==> src/rtl/pdsu_pkg.sv <==
// Package for the PID differential speed update block.
// Holds the register map, reset values, configuration struct and fixed widths.
// No dependencies; imported by pdsu_datapath and the top level.
package pdsu_pkg;

    localparam int GAIN_BITS        = 10;
    localparam int START_BITS       = 16;
    localparam int SUM_BITS         = 32;
    localparam int APB_DATA_BITS    = 32;
    localparam int APB_ADDR_BITS    = 5;
    localparam int REG_INDEX_BITS   = 3;

    localparam int POSITION_BITS_DEFAULT = 12;
    localparam int SPEED_BITS_DEFAULT    = 16;

    localparam logic [GAIN_BITS-1:0]         GAIN_P_RESET      = 10'd10;
    localparam logic [GAIN_BITS-1:0]         GAIN_D_RESET      = 10'd450;
    localparam logic [GAIN_BITS-1:0]         GAIN_I_RESET      = 10'd1;
    localparam logic signed [START_BITS-1:0] START_SPEED_RESET = 16'sd1000;

    typedef enum logic [REG_INDEX_BITS-1:0] {
        REG_GAIN_P            = 3'd0,
        REG_GAIN_D            = 3'd1,
        REG_GAIN_I            = 3'd2,
        REG_START_SPEED_RIGHT = 3'd3,
        REG_START_SPEED_LEFT  = 3'd4
    } reg_index_t;

    typedef enum logic {
        OP_STEP    = 1'b0,
        OP_RESTART = 1'b1
    } opcode_t;

    typedef struct packed {
        logic [GAIN_BITS-1:0]         gain_p;
        logic [GAIN_BITS-1:0]         gain_d;
        logic [GAIN_BITS-1:0]         gain_i;
        logic signed [START_BITS-1:0] start_speed_right;
        logic signed [START_BITS-1:0] start_speed_left;
    } config_t;

endpackage

==> src/rtl/pdsu_datapath.sv <==
// Combinational PID step: integral update, correction and speed saturation, or restart to the starting speeds.
// Depends on pdsu_pkg for the configuration struct, opcodes and fixed widths.
module pdsu_datapath
    import pdsu_pkg::*;
#(
    parameter int POSITION_BITS = POSITION_BITS_DEFAULT,
    parameter int SPEED_BITS    = SPEED_BITS_DEFAULT
)
(
    input  config_t                         cfg,
    input  opcode_t                         opcode,
    input  logic signed [POSITION_BITS-1:0] position,
    input  logic signed [POSITION_BITS-1:0] last_error,
    input  logic signed [SUM_BITS-1:0]      error_sum,
    input  logic signed [SPEED_BITS-1:0]    speed_right,
    input  logic signed [SPEED_BITS-1:0]    speed_left,
    output logic signed [POSITION_BITS-1:0] last_error_next,
    output logic signed [SUM_BITS-1:0]      error_sum_next,
    output logic signed [SPEED_BITS-1:0]    speed_right_next,
    output logic signed [SPEED_BITS-1:0]    speed_left_next
);

    localparam int PP_BITS   = POSITION_BITS + GAIN_BITS + 1;
    localparam int PD_BITS   = POSITION_BITS + GAIN_BITS + 2;
    localparam int PI_BITS   = SUM_BITS + GAIN_BITS + 1;
    localparam int MAX_TERM  = (PI_BITS > PD_BITS) ? PI_BITS : PD_BITS;
    localparam int CORR_BITS = MAX_TERM + 2;
    localparam int WIDE_BITS = CORR_BITS + 2;

    localparam logic signed [WIDE_BITS-1:0] SPEED_MAX =
        WIDE_BITS'((64'sd1 <<< (SPEED_BITS - 1)) - 64'sd1);
    localparam logic signed [WIDE_BITS-1:0] SPEED_MIN = -SPEED_MAX - 1;

    logic signed [SUM_BITS:0]        sum_wide;
    logic signed [SUM_BITS-1:0]      sum_new;
    logic signed [POSITION_BITS:0]   diff;
    logic signed [PP_BITS-1:0]       prod_p;
    logic signed [PD_BITS-1:0]       prod_d;
    logic signed [PI_BITS-1:0]       prod_i;
    logic signed [CORR_BITS-1:0]     corr;
    logic signed [WIDE_BITS-1:0]     right_wide;
    logic signed [WIDE_BITS-1:0]     left_wide;

    function automatic logic signed [SPEED_BITS-1:0] sat_speed(
        input logic signed [WIDE_BITS-1:0] v
    );
        logic signed [SPEED_BITS-1:0] r;
        if (v > SPEED_MAX)
            r = SPEED_MAX[SPEED_BITS-1:0];
        else if (v < SPEED_MIN)
            r = SPEED_MIN[SPEED_BITS-1:0];
        else
            r = v[SPEED_BITS-1:0];
        return r;
    endfunction

    // The integral saturates when the two top bits of the widened sum disagree.
    assign sum_wide = (SUM_BITS+1)'(error_sum) + (SUM_BITS+1)'(position);
    always_comb
    begin
        if (sum_wide[SUM_BITS] != sum_wide[SUM_BITS-1])
            sum_new = sum_wide[SUM_BITS] ? {1'b1, {(SUM_BITS-1){1'b0}}}
                                         : {1'b0, {(SUM_BITS-1){1'b1}}};
        else
            sum_new = sum_wide[SUM_BITS-1:0];
    end

    assign diff   = (POSITION_BITS+1)'(position) - (POSITION_BITS+1)'(last_error);
    assign prod_p = $signed({1'b0, cfg.gain_p}) * position;
    assign prod_d = $signed({1'b0, cfg.gain_d}) * diff;
    assign prod_i = $signed({1'b0, cfg.gain_i}) * sum_new;
    assign corr   = CORR_BITS'(prod_p) + CORR_BITS'(prod_d) + CORR_BITS'(prod_i);

    assign right_wide = WIDE_BITS'(speed_right) - WIDE_BITS'(corr);
    assign left_wide  = WIDE_BITS'(speed_left) + WIDE_BITS'(corr);

    always_comb
    begin
        if (opcode == OP_RESTART)
        begin
            last_error_next  = '0;
            error_sum_next   = '0;
            speed_right_next = sat_speed(WIDE_BITS'(cfg.start_speed_right));
            speed_left_next  = sat_speed(WIDE_BITS'(cfg.start_speed_left));
        end
        else
        begin
            last_error_next  = position;
            error_sum_next   = sum_new;
            speed_right_next = sat_speed(right_wide);
            speed_left_next  = sat_speed(left_wide);
        end
    end

endmodule

==> src/rtl/pid_differential_speed_update_core.sv <==
// Top level of the PID differential speed update block: stream ports, APB registers,
// input stage and controller state. Depends on pdsu_pkg and pdsu_datapath.
//
// Each accepted transaction carries an opcode and a signed line-position error. A step
// transaction updates the saturating error integral, forms
// gain_p*err + gain_d*(err - last err) + gain_i*integral, subtracts it from the right
// speed and adds it to the left speed, both saturated to SPEED_BITS; a restart
// transaction clears the error state and loads the configured starting speeds. Every
// transaction yields one result holding both new speeds. The input register loads at the
// accepting edge, the state and result register when the input stage moves on, which waits
// while a result is held and not taken. One transaction is accepted per cycle while results
// are taken; the rate is set by the update of the shared controller state. Registers
// should be written only while the block is idle.
module pid_differential_speed_update_core
    import pdsu_pkg::*;
#(
    parameter int POSITION_BITS = POSITION_BITS_DEFAULT,
    parameter int SPEED_BITS    = SPEED_BITS_DEFAULT
)
(
    input  logic                              clk,
    input  logic                              rst_n,

    input  logic                              psel,
    input  logic                              penable,
    input  logic                              pwrite,
    input  logic [APB_ADDR_BITS-1:0]          paddr,
    input  logic [APB_DATA_BITS-1:0]          pwdata,
    output logic [APB_DATA_BITS-1:0]          prdata,
    output logic                              pready,

    input  logic                              s_axis_tvalid,
    output logic                              s_axis_tready,
    // position, zero padded to whole bytes
    input  logic [((POSITION_BITS+7)/8)*8-1:0] s_axis_tdata,
    // opcode
    input  logic                              s_axis_tuser,

    output logic                              m_axis_tvalid,
    input  logic                              m_axis_tready,
    // speed_right (low), speed_left, zero padded to whole bytes
    output logic [((2*SPEED_BITS+7)/8)*8-1:0] m_axis_tdata
);

    localparam int OUT_DATA_BITS = ((2 * SPEED_BITS + 7) / 8) * 8;

    localparam logic signed [SPEED_BITS-1:0] SPEED_MAX =
        SPEED_BITS'((64'sd1 <<< (SPEED_BITS - 1)) - 64'sd1);
    localparam logic signed [SPEED_BITS-1:0] SPEED_RESET =
        (64'(START_SPEED_RESET) > 64'(SPEED_MAX)) ? SPEED_MAX
                                                 : SPEED_BITS'(START_SPEED_RESET);

    config_t                         cfg_reg;
    logic                            cfg_write;
    reg_index_t                      reg_index;

    logic                            in_valid_reg;
    opcode_t                         opcode_reg;
    logic signed [POSITION_BITS-1:0] position_reg;
    logic                            out_valid_reg;

    logic signed [POSITION_BITS-1:0] last_error_reg;
    logic signed [SUM_BITS-1:0]      error_sum_reg;
    logic signed [SPEED_BITS-1:0]    speed_right_reg;
    logic signed [SPEED_BITS-1:0]    speed_left_reg;

    logic signed [POSITION_BITS-1:0] last_error_next;
    logic signed [SUM_BITS-1:0]      error_sum_next;
    logic signed [SPEED_BITS-1:0]    speed_right_next;
    logic signed [SPEED_BITS-1:0]    speed_left_next;

    logic                            advance;
    logic                            in_accept;

    // Configuration registers.
    assign pready    = 1'b1;
    assign reg_index = reg_index_t'(paddr[APB_ADDR_BITS-1:2]);
    assign cfg_write = psel && penable && pwrite;

    always_ff @(posedge clk or negedge rst_n)
    begin
        if (!rst_n)
        begin
            cfg_reg.gain_p            <= GAIN_P_RESET;
            cfg_reg.gain_d            <= GAIN_D_RESET;
            cfg_reg.gain_i            <= GAIN_I_RESET;
            cfg_reg.start_speed_right <= START_SPEED_RESET;
            cfg_reg.start_speed_left  <= START_SPEED_RESET;
        end
        else if (cfg_write)
        begin
            case (reg_index)
                REG_GAIN_P:            cfg_reg.gain_p <= pwdata[GAIN_BITS-1:0];
                REG_GAIN_D:            cfg_reg.gain_d <= pwdata[GAIN_BITS-1:0];
                REG_GAIN_I:            cfg_reg.gain_i <= pwdata[GAIN_BITS-1:0];
                REG_START_SPEED_RIGHT: cfg_reg.start_speed_right <= pwdata[START_BITS-1:0];
                REG_START_SPEED_LEFT:  cfg_reg.start_speed_left <= pwdata[START_BITS-1:0];
                default: ;
            endcase
        end
    end

    always_comb
    begin
        case (reg_index)
            REG_GAIN_P:            prdata = APB_DATA_BITS'(cfg_reg.gain_p);
            REG_GAIN_D:            prdata = APB_DATA_BITS'(cfg_reg.gain_d);
            REG_GAIN_I:            prdata = APB_DATA_BITS'(cfg_reg.gain_i);
            REG_START_SPEED_RIGHT: prdata = APB_DATA_BITS'(cfg_reg.start_speed_right);
            REG_START_SPEED_LEFT:  prdata = APB_DATA_BITS'(cfg_reg.start_speed_left);
            default:               prdata = '0;
        endcase
    end

    // The input stage moves on when the result register is empty or being drained.
    assign advance       = in_valid_reg && (!out_valid_reg || m_axis_tready);
    assign s_axis_tready = !in_valid_reg || advance;
    assign in_accept     = s_axis_tvalid && s_axis_tready;

    always_ff @(posedge clk or negedge rst_n)
    begin
        if (!rst_n)
        begin
            in_valid_reg  <= 1'b0;
            out_valid_reg <= 1'b0;
        end
        else
        begin
            if (in_accept)
                in_valid_reg <= 1'b1;
            else if (advance)
                in_valid_reg <= 1'b0;

            if (advance)
                out_valid_reg <= 1'b1;
            else if (m_axis_tready)
                out_valid_reg <= 1'b0;
        end
    end

    always_ff @(posedge clk)
    begin
        if (in_accept)
        begin
            opcode_reg   <= opcode_t'(s_axis_tuser);
            position_reg <= s_axis_tdata[POSITION_BITS-1:0];
        end
    end

    pdsu_datapath #(
        .POSITION_BITS (POSITION_BITS),
        .SPEED_BITS    (SPEED_BITS)
    ) u_datapath (
        .cfg              (cfg_reg),
        .opcode           (opcode_reg),
        .position         (position_reg),
        .last_error       (last_error_reg),
        .error_sum        (error_sum_reg),
        .speed_right      (speed_right_reg),
        .speed_left       (speed_left_reg),
        .last_error_next  (last_error_next),
        .error_sum_next   (error_sum_next),
        .speed_right_next (speed_right_next),
        .speed_left_next  (speed_left_next)
    );

    // The speed state doubles as the result register: it only changes when the
    // previous result has been taken or is being taken in the same cycle.
    always_ff @(posedge clk or negedge rst_n)
    begin
        if (!rst_n)
        begin
            last_error_reg  <= '0;
            error_sum_reg   <= '0;
            speed_right_reg <= SPEED_RESET;
            speed_left_reg  <= SPEED_RESET;
        end
        else if (advance)
        begin
            last_error_reg  <= last_error_next;
            error_sum_reg   <= error_sum_next;
            speed_right_reg <= speed_right_next;
            speed_left_reg  <= speed_left_next;
        end
    end

    assign m_axis_tvalid = out_valid_reg;
    assign m_axis_tdata  = OUT_DATA_BITS'({speed_left_reg, speed_right_reg});

endmodule
==> config.mk <==
export PLATFORM = sky130hd
export DESIGN_NAME = pid_differential_speed_update_core
export DESIGN_NICKNAME = d
export VERILOG_FILES = /design/src/rtl/pdsu_pkg.sv /design/src/rtl/pdsu_datapath.sv /design/src/rtl/pid_differential_speed_update_core.sv
export SDC_FILE = /design/constraint.sdc
export NUM_CORES = 2
export LEC_CHECK = 0
export BUFFER_PORTS_ARGS = -buffer_cell sky130_fd_sc_hd__buf_2
export CAP_MARGIN = 10
export CORE_ASPECT_RATIO = 2
export CORE_MARGIN = 2
export CORE_UTILIZATION = 35
export CTS_CLUSTER_SIZE = 14
export DETAILED_ROUTE_END_ITERATION = 10
export PLACE_DENSITY = 0.55
export RECOVER_POWER = 50
export SYNTH_ARGS = -nofsm -noshare
export SYNTH_HDL_FRONTEND = slang
export SYNTH_SLANG_ARGS = --single-unit
==> constraint.sdc <==
create_clock -name clk -period 42.1 [get_ports clk]
set_clock_uncertainty 0.1 [all_clocks]
set_input_delay 6.315 -clock clk [delete_from_list [all_inputs] [get_ports clk]]
set_output_delay 6.315 -clock clk [all_outputs]
set_load 0.01 [all_outputs]
# Word-level counts from Yosys, hierarchy flattened
# Cells that the tools add are included.
# Widths: inputs -> output; s select.
# classes
n_eq_ne	5
magnitude_cmp	8
mul	3
n_addsub	6
n_reduce_logical	16
muxes	19
# ops
operator	n
$mux 16	10
$pmux 32 s5	1
$mux 32	3
$gt 47x16->1 const B	2
$lt 47x16->1 const B	2
$add 16x45->46	1
$sub 16x45->46	1
$add 25x43->44	1
$mul 11x32->43	1
$add 32x12->33	1
$gt 16x16->1 const B	2
$lt 16x16->1 const B	2
$add 23x24->25	1
$mul 11x13->24	1
$mul 11x12->23	1
$sub 12x12->13	1
$mux 12	1
$reduce_and 2->1	5
$eq 3x2->1 const B	2
$logic_and 1x1->1	4
$mux 1	4
$reduce_bool 2->1	2
$eq 3x1->1 const B	1
$eq 3x3->1 const B	1
other kinds (4)	6
# totals
wordCells	70
inputBits	61
ff_bits	153

# Longest topological paths before layout
# depth
depth_word	10
ltp_mapped	64

# Hierarchy
# From an unflattened synthesis, not the netlist that was laid out.
# hier_totals
cells_unflattened	4615
hier_area_um2	41896.4
# by_module_without_submodules
mod	area_per_inst_um2	n_inst	seq_area_each_um2	cells_per_inst
pdsu_datapath	35547.8	1	0.0	4220
pid_differential_speed_update_core	6348.6	1	3932.5	395

# Worst setup path after synthesis
# Ideal clock, no wire load.
# synth_timing
kind	reg2reg
start	register position_reg[1]
end	register speed_left_reg[10]
n_path_buf	4
path_stages_with_launch	59
arrival_ps	14071
slack_ps	27799
path_cell_list	edfxtp_1 -> ha_1 -> a21o_1 -> a21o_1 -> a211oi_1 -> nor4b_1 -> o41ai_2 -> o31a_1 -> o31ai_1 -> a221o_1 -> a31o_2 -> a21o_1 -> a21oi_1 -> xnor2_1 -> ha_1 -> inv_1 -> or2_2 -> clkbuf_1 -> [... 23 more ...] -> a21o_1 -> a21o_1 -> a21o_1 -> xor2_1 -> ha_1 -> clkbuf_1 -> nand2_1 -> nor4_1 -> and4_1 -> a22oi_1 -> or3_1 -> a31o_2 -> nor4_1 -> nand4_1 -> a311oi_1 -> a41o_1 -> buf_2 -> o21ai_0
# synth_between
elab_chain_cells	10
word_cells_on_any_way	16
cone_classes	5 x add/sub; 3 x mul; 2 x order compare; 1 x eq/ne; 5 x mux
# synth_rtl
element	line	text
from (decl)	pid_differential_speed_update_core.sv:59	logic signed [POSITION_BITS-1:0] position_reg;
from (signal assigned)	pid_differential_speed_update_core.sv:146	position_reg <= s_axis_tdata[POSITION_BITS-1:0];
$add 32x12->33	pdsu_datapath.sv:58	assign sum_wide = (SUM_BITS+1)'(error_sum) + (SUM_BITS+1)'(position);
$mux 32 or $ne 1x1->1 (tied branches)	pdsu_datapath.sv:62, pdsu_datapath.sv:61	
$mux 32	pdsu_datapath.sv:61	if (sum_wide[SUM_BITS] != sum_wide[SUM_BITS-1])
$mul 11x32->43	pdsu_datapath.sv:71	assign prod_i = $signed({1'b0, cfg.gain_i}) * sum_new;
$add 25x43->44 (*)	pdsu_datapath.sv:72	assign corr = CORR_BITS'(prod_p) + CORR_BITS'(prod_d) + CORR_BITS'(prod_i);
$add 16x45->46 (*)	pdsu_datapath.sv:75	assign left_wide = WIDE_BITS'(speed_left) + WIDE_BITS'(corr);
$lt 47x16->1	pdsu_datapath.sv:50	else if (v < SPEED_MIN)
$mux 16	pdsu_datapath.sv:50	
$mux 16 (*)	pdsu_datapath.sv:48	if (v > SPEED_MAX)
$mux 16 (*)	pdsu_datapath.sv:79	if (opcode == OP_RESTART)
to (signal assigned)	pid_differential_speed_update_core.sv:183	speed_left_reg <= speed_left_next;
to (decl)	pid_differential_speed_update_core.sv:65	logic signed [SPEED_BITS-1:0] speed_left_reg;
# Every way passes the cells marked *; elsewhere a longest branch is shown, timed or not.
# A chain may end at the register's enable or synchronous reset.

# Final worst setup path
# layout_timing
start	register position_reg[1]
end	register speed_left_reg[15]
# Same word-level chain as after synthesis.

==> out/metrics.yaml <==
clock_network:
  clk_pin_slew_worst_paths_ns: 0.08
  htree_levels: 4
  cts_buffers: 17
  post_cts_buffers: 0
  hold_buffers: 0
  cts_tree: "built"
  numClockSinks: 153
  clk_path_buf_depth: 2
  insertion_delay_ns: 0.49
  cts_resized: 0
  cts-root-buf: "clkbuf_16"
yosys:
  ys_ff_latch: 153
  ys_types: 89
  netlist_area_sq_mm: 0.0404
  synth_edf_count: 13
  avgSynthCellArea_sq_um: 8.86
  synth_flop_cell: "dfrtp_1"
  synth_cells: 4558
  yosysWarnings: 0
  async_flop_share: 0.915
  ys_seq_area_frac: 0.0974
  syn-num-nets: 5678
timing:
  timing.final.max_slew_violations: 210
  fin_crit_ns: 18.03
  max-slew-margin-rel: -2.37
  worst_slack_ns: 24.07
  period_share: 0.428
  rsz0062_at_grt: "false"
  hold_viol: 0
  fmax_mhz: 55.5
  setup_violations: 0
  tns_ns: 0
  holdWs_ns: 0.405
  worstMarginPinSlew_ns: 5.06
grt:
  antenna_found_initial: 4
  grt_max_degree: 92
  grt_pass1_wl_um: 204000
  grt.total_usage: 0.228
  gr-total-overflow: 0
  grt_pass1_vias: 35000
finish:
  drive_gt1_frac: 0.0733
  final_nets: 5664
  design_area_sq_mm: 0.0430
  num-fill-cells: 11700
  area.growth.synth_to_final_pct: 6.52
  largest_register_ffs: 62
worst_setup_path:
  cp-start-kind: "flip-flop"
  slowest_delay_ns: 0.74
  arrival_ns: 18.30
  cp-end-kind: "flip-flop"
  slowest_stage: "o21bai_2"
  worst-path-max-fanout: 34
  critical_path_class: "reg -> reg"
  rrSetupSlack_ns: 24.07
  required_ns: 42.37
  crit_top_cell: "fa_1"
floorplan:
  core_area_sq_mm: 0.115
  die_area_sq_mm: 0.118
  io_pins: 128
  start_util: 0.352
  die_width_um: 244
  rows: 176
  die_height_um: 484
routing:
  viasPerCell: 5.24
  wl_per_cell_um: 21.7
  ant_nets: 0
  wl_um: 132000
  drc_errors: 0
  drt_iter0_markers: 1402
  firstDrtPassIters: 5
  vias: 31800
placed_design:
  dp_hpwl_um: 111000
  port_buffers: 104
  gp_congestion: 0.930
  place_ws_ns: 24.17
  place_area_sq_mm: 0.0424
run:
  maxCapViolCount: 3
run_status:
  violations: "capacitance limit, slew limit"
  outcome: "complete, but fails checks"
hold_path:
  hold_path_class: "reg -> reg"
==> kinds of logic (layout without fill, tap and decap cells) <==
group / after synthesis / in the layout / share of synthesized area
AO/OA/AOI/OAI: 762 / 762 / 0.126
XOR/XNOR: 149 / 149 / 0.0323
adder cells (fa/ha/maj): 1059 / 1059 / 0.465
buffers and inverters: 1146 / 1145 / 0.109
flip-flops: 153 / 153 / 0.0974
multiplexers: 88 / 88 / 0.0238
other: 1 / 3 / 0.0000929
AND/OR/NAND/NOR: 1200 / 1200 / 0.147
==> layout make-up <==
cell class                 count  area (sq um)  area share
antenna                        2          5.00    0.000116
clock buffer                  17           425     0.00989
clock inverter                15           175     0.00407
inverter                     945          3550      0.0825
multi-input combinational   3259         32100       0.746
sequential                   153          3940      0.0916
tap                         1513          1890      0.0440
timing repair buffer         168           956      0.0222
==> layer usage <==
layer,global-route usage,vias up,routed length [um]
met3,0.0205,375,3410
met1,0.208,16300,40600
met2,0.461,715,76800
met4,0.160,0,10800
met5,0,-,0
li1,-,14400,-
==> worst max-delay path: cells and delay by family, from the launching register on <==
family | cells | cell delay [ns]
compound gates | 24 | 7.20
fa+ha+maj | 12 | 5.72
simple gates | 10 | 2.54
buf+inv | 7 | 1.16
xor+xnor | 2 | 0.52
flops | 1 | 0.38
mux | 1 | 0.24
==> per-stage QoR <==
step / utilization / std cells
after detailed placement: 0.370 / 6038
after global routing: 0.375 / 6072
final: 0.375 / 6072
after global placement: 0.370 / 6038
after CTS: 0.375 / 6070
after floorplan: - / 4558
==> path summary, 6_finish.rpt <==
kind,cells past startpoint,start,endpoint
max in group asynchronous,2,rst_n,error_sum_reg[12]$_DFFE_PN0P_
min reg2reg,2,last_error_reg[1]$_DFFE_PN0P_,last_error_reg[1]$_DFFE_PN0P_
max,56,position_reg[1]$_DFFE_PP_,speed_left_reg[15]$_DFFE_PN0P_
min,2,last_error_reg[1]$_DFFE_PN0P_,last_error_reg[1]$_DFFE_PN0P_
min in group asynchronous,1,rst_n,cfg_reg[13]$_DFFE_PN0P_
max reg2reg,56,position_reg[1]$_DFFE_PP_,speed_left_reg[15]$_DFFE_PN0P_
==> layout by cell type (no fill, tap or decap), drive strengths merged, types with 18 or more instances in the layout <==
cell type  count
dfrtp        109
a22o          36
mux2i         25
xnor2         91
inv          955
fa           733
mux2          63
or3           31
and3          32
dfstp         31
a211oi        18
o21a          41
ha           326
nor2b         28
a21oi        183
a31o          18
and2         283
a21o          89
nand3         44
nand4         24
nor2         140
nand2        489
xor2          58
buf          142
o211ai        25
nand2b        27
o21bai        30
o31ai         19
clkbuf        43
o21ai        171
nor3          36
==> synthesized netlist by cell type (all sizes together) (6+ instances only) <==
cell type,instances,area [sq um]
nor3,36,185
and3,32,200
nor4,14,87.6
or2,17,106
nor2,140,526
mux2,63,709
or3,31,194
a22o,36,315
dfrtp,109,2730
xnor2,91,797
mux2i,25,250
nor3b,9,72.6
inv,945,3550
fa,733,14700
a31o,18,166
xor2,58,508
a311oi,6,58.8
nand2,489,1840
o31ai,19,143
dfstp,31,815
o211ai,25,188
o21a,41,308
a32oi,14,123
edfxtp,13,390
nand3,44,220
o22ai,14,87.6
nand4,24,150
a211oi,18,135
o21ai,171,856
a21oi,183,953
and2,283,1770
ha,326,4080
o21bai,30,233
a31oi,16,100
a21o,89,668
a21boi,9,67.6
buf,33,223
nor2b,28,175
o31a,6,52.6
o2111ai,6,52.6
clkbuf,168,631
nand2b,27,169
Power is left out: the tool's default activity adds up to more than one toggle a clock period on the data nets, which glitch-free logic cannot reach.
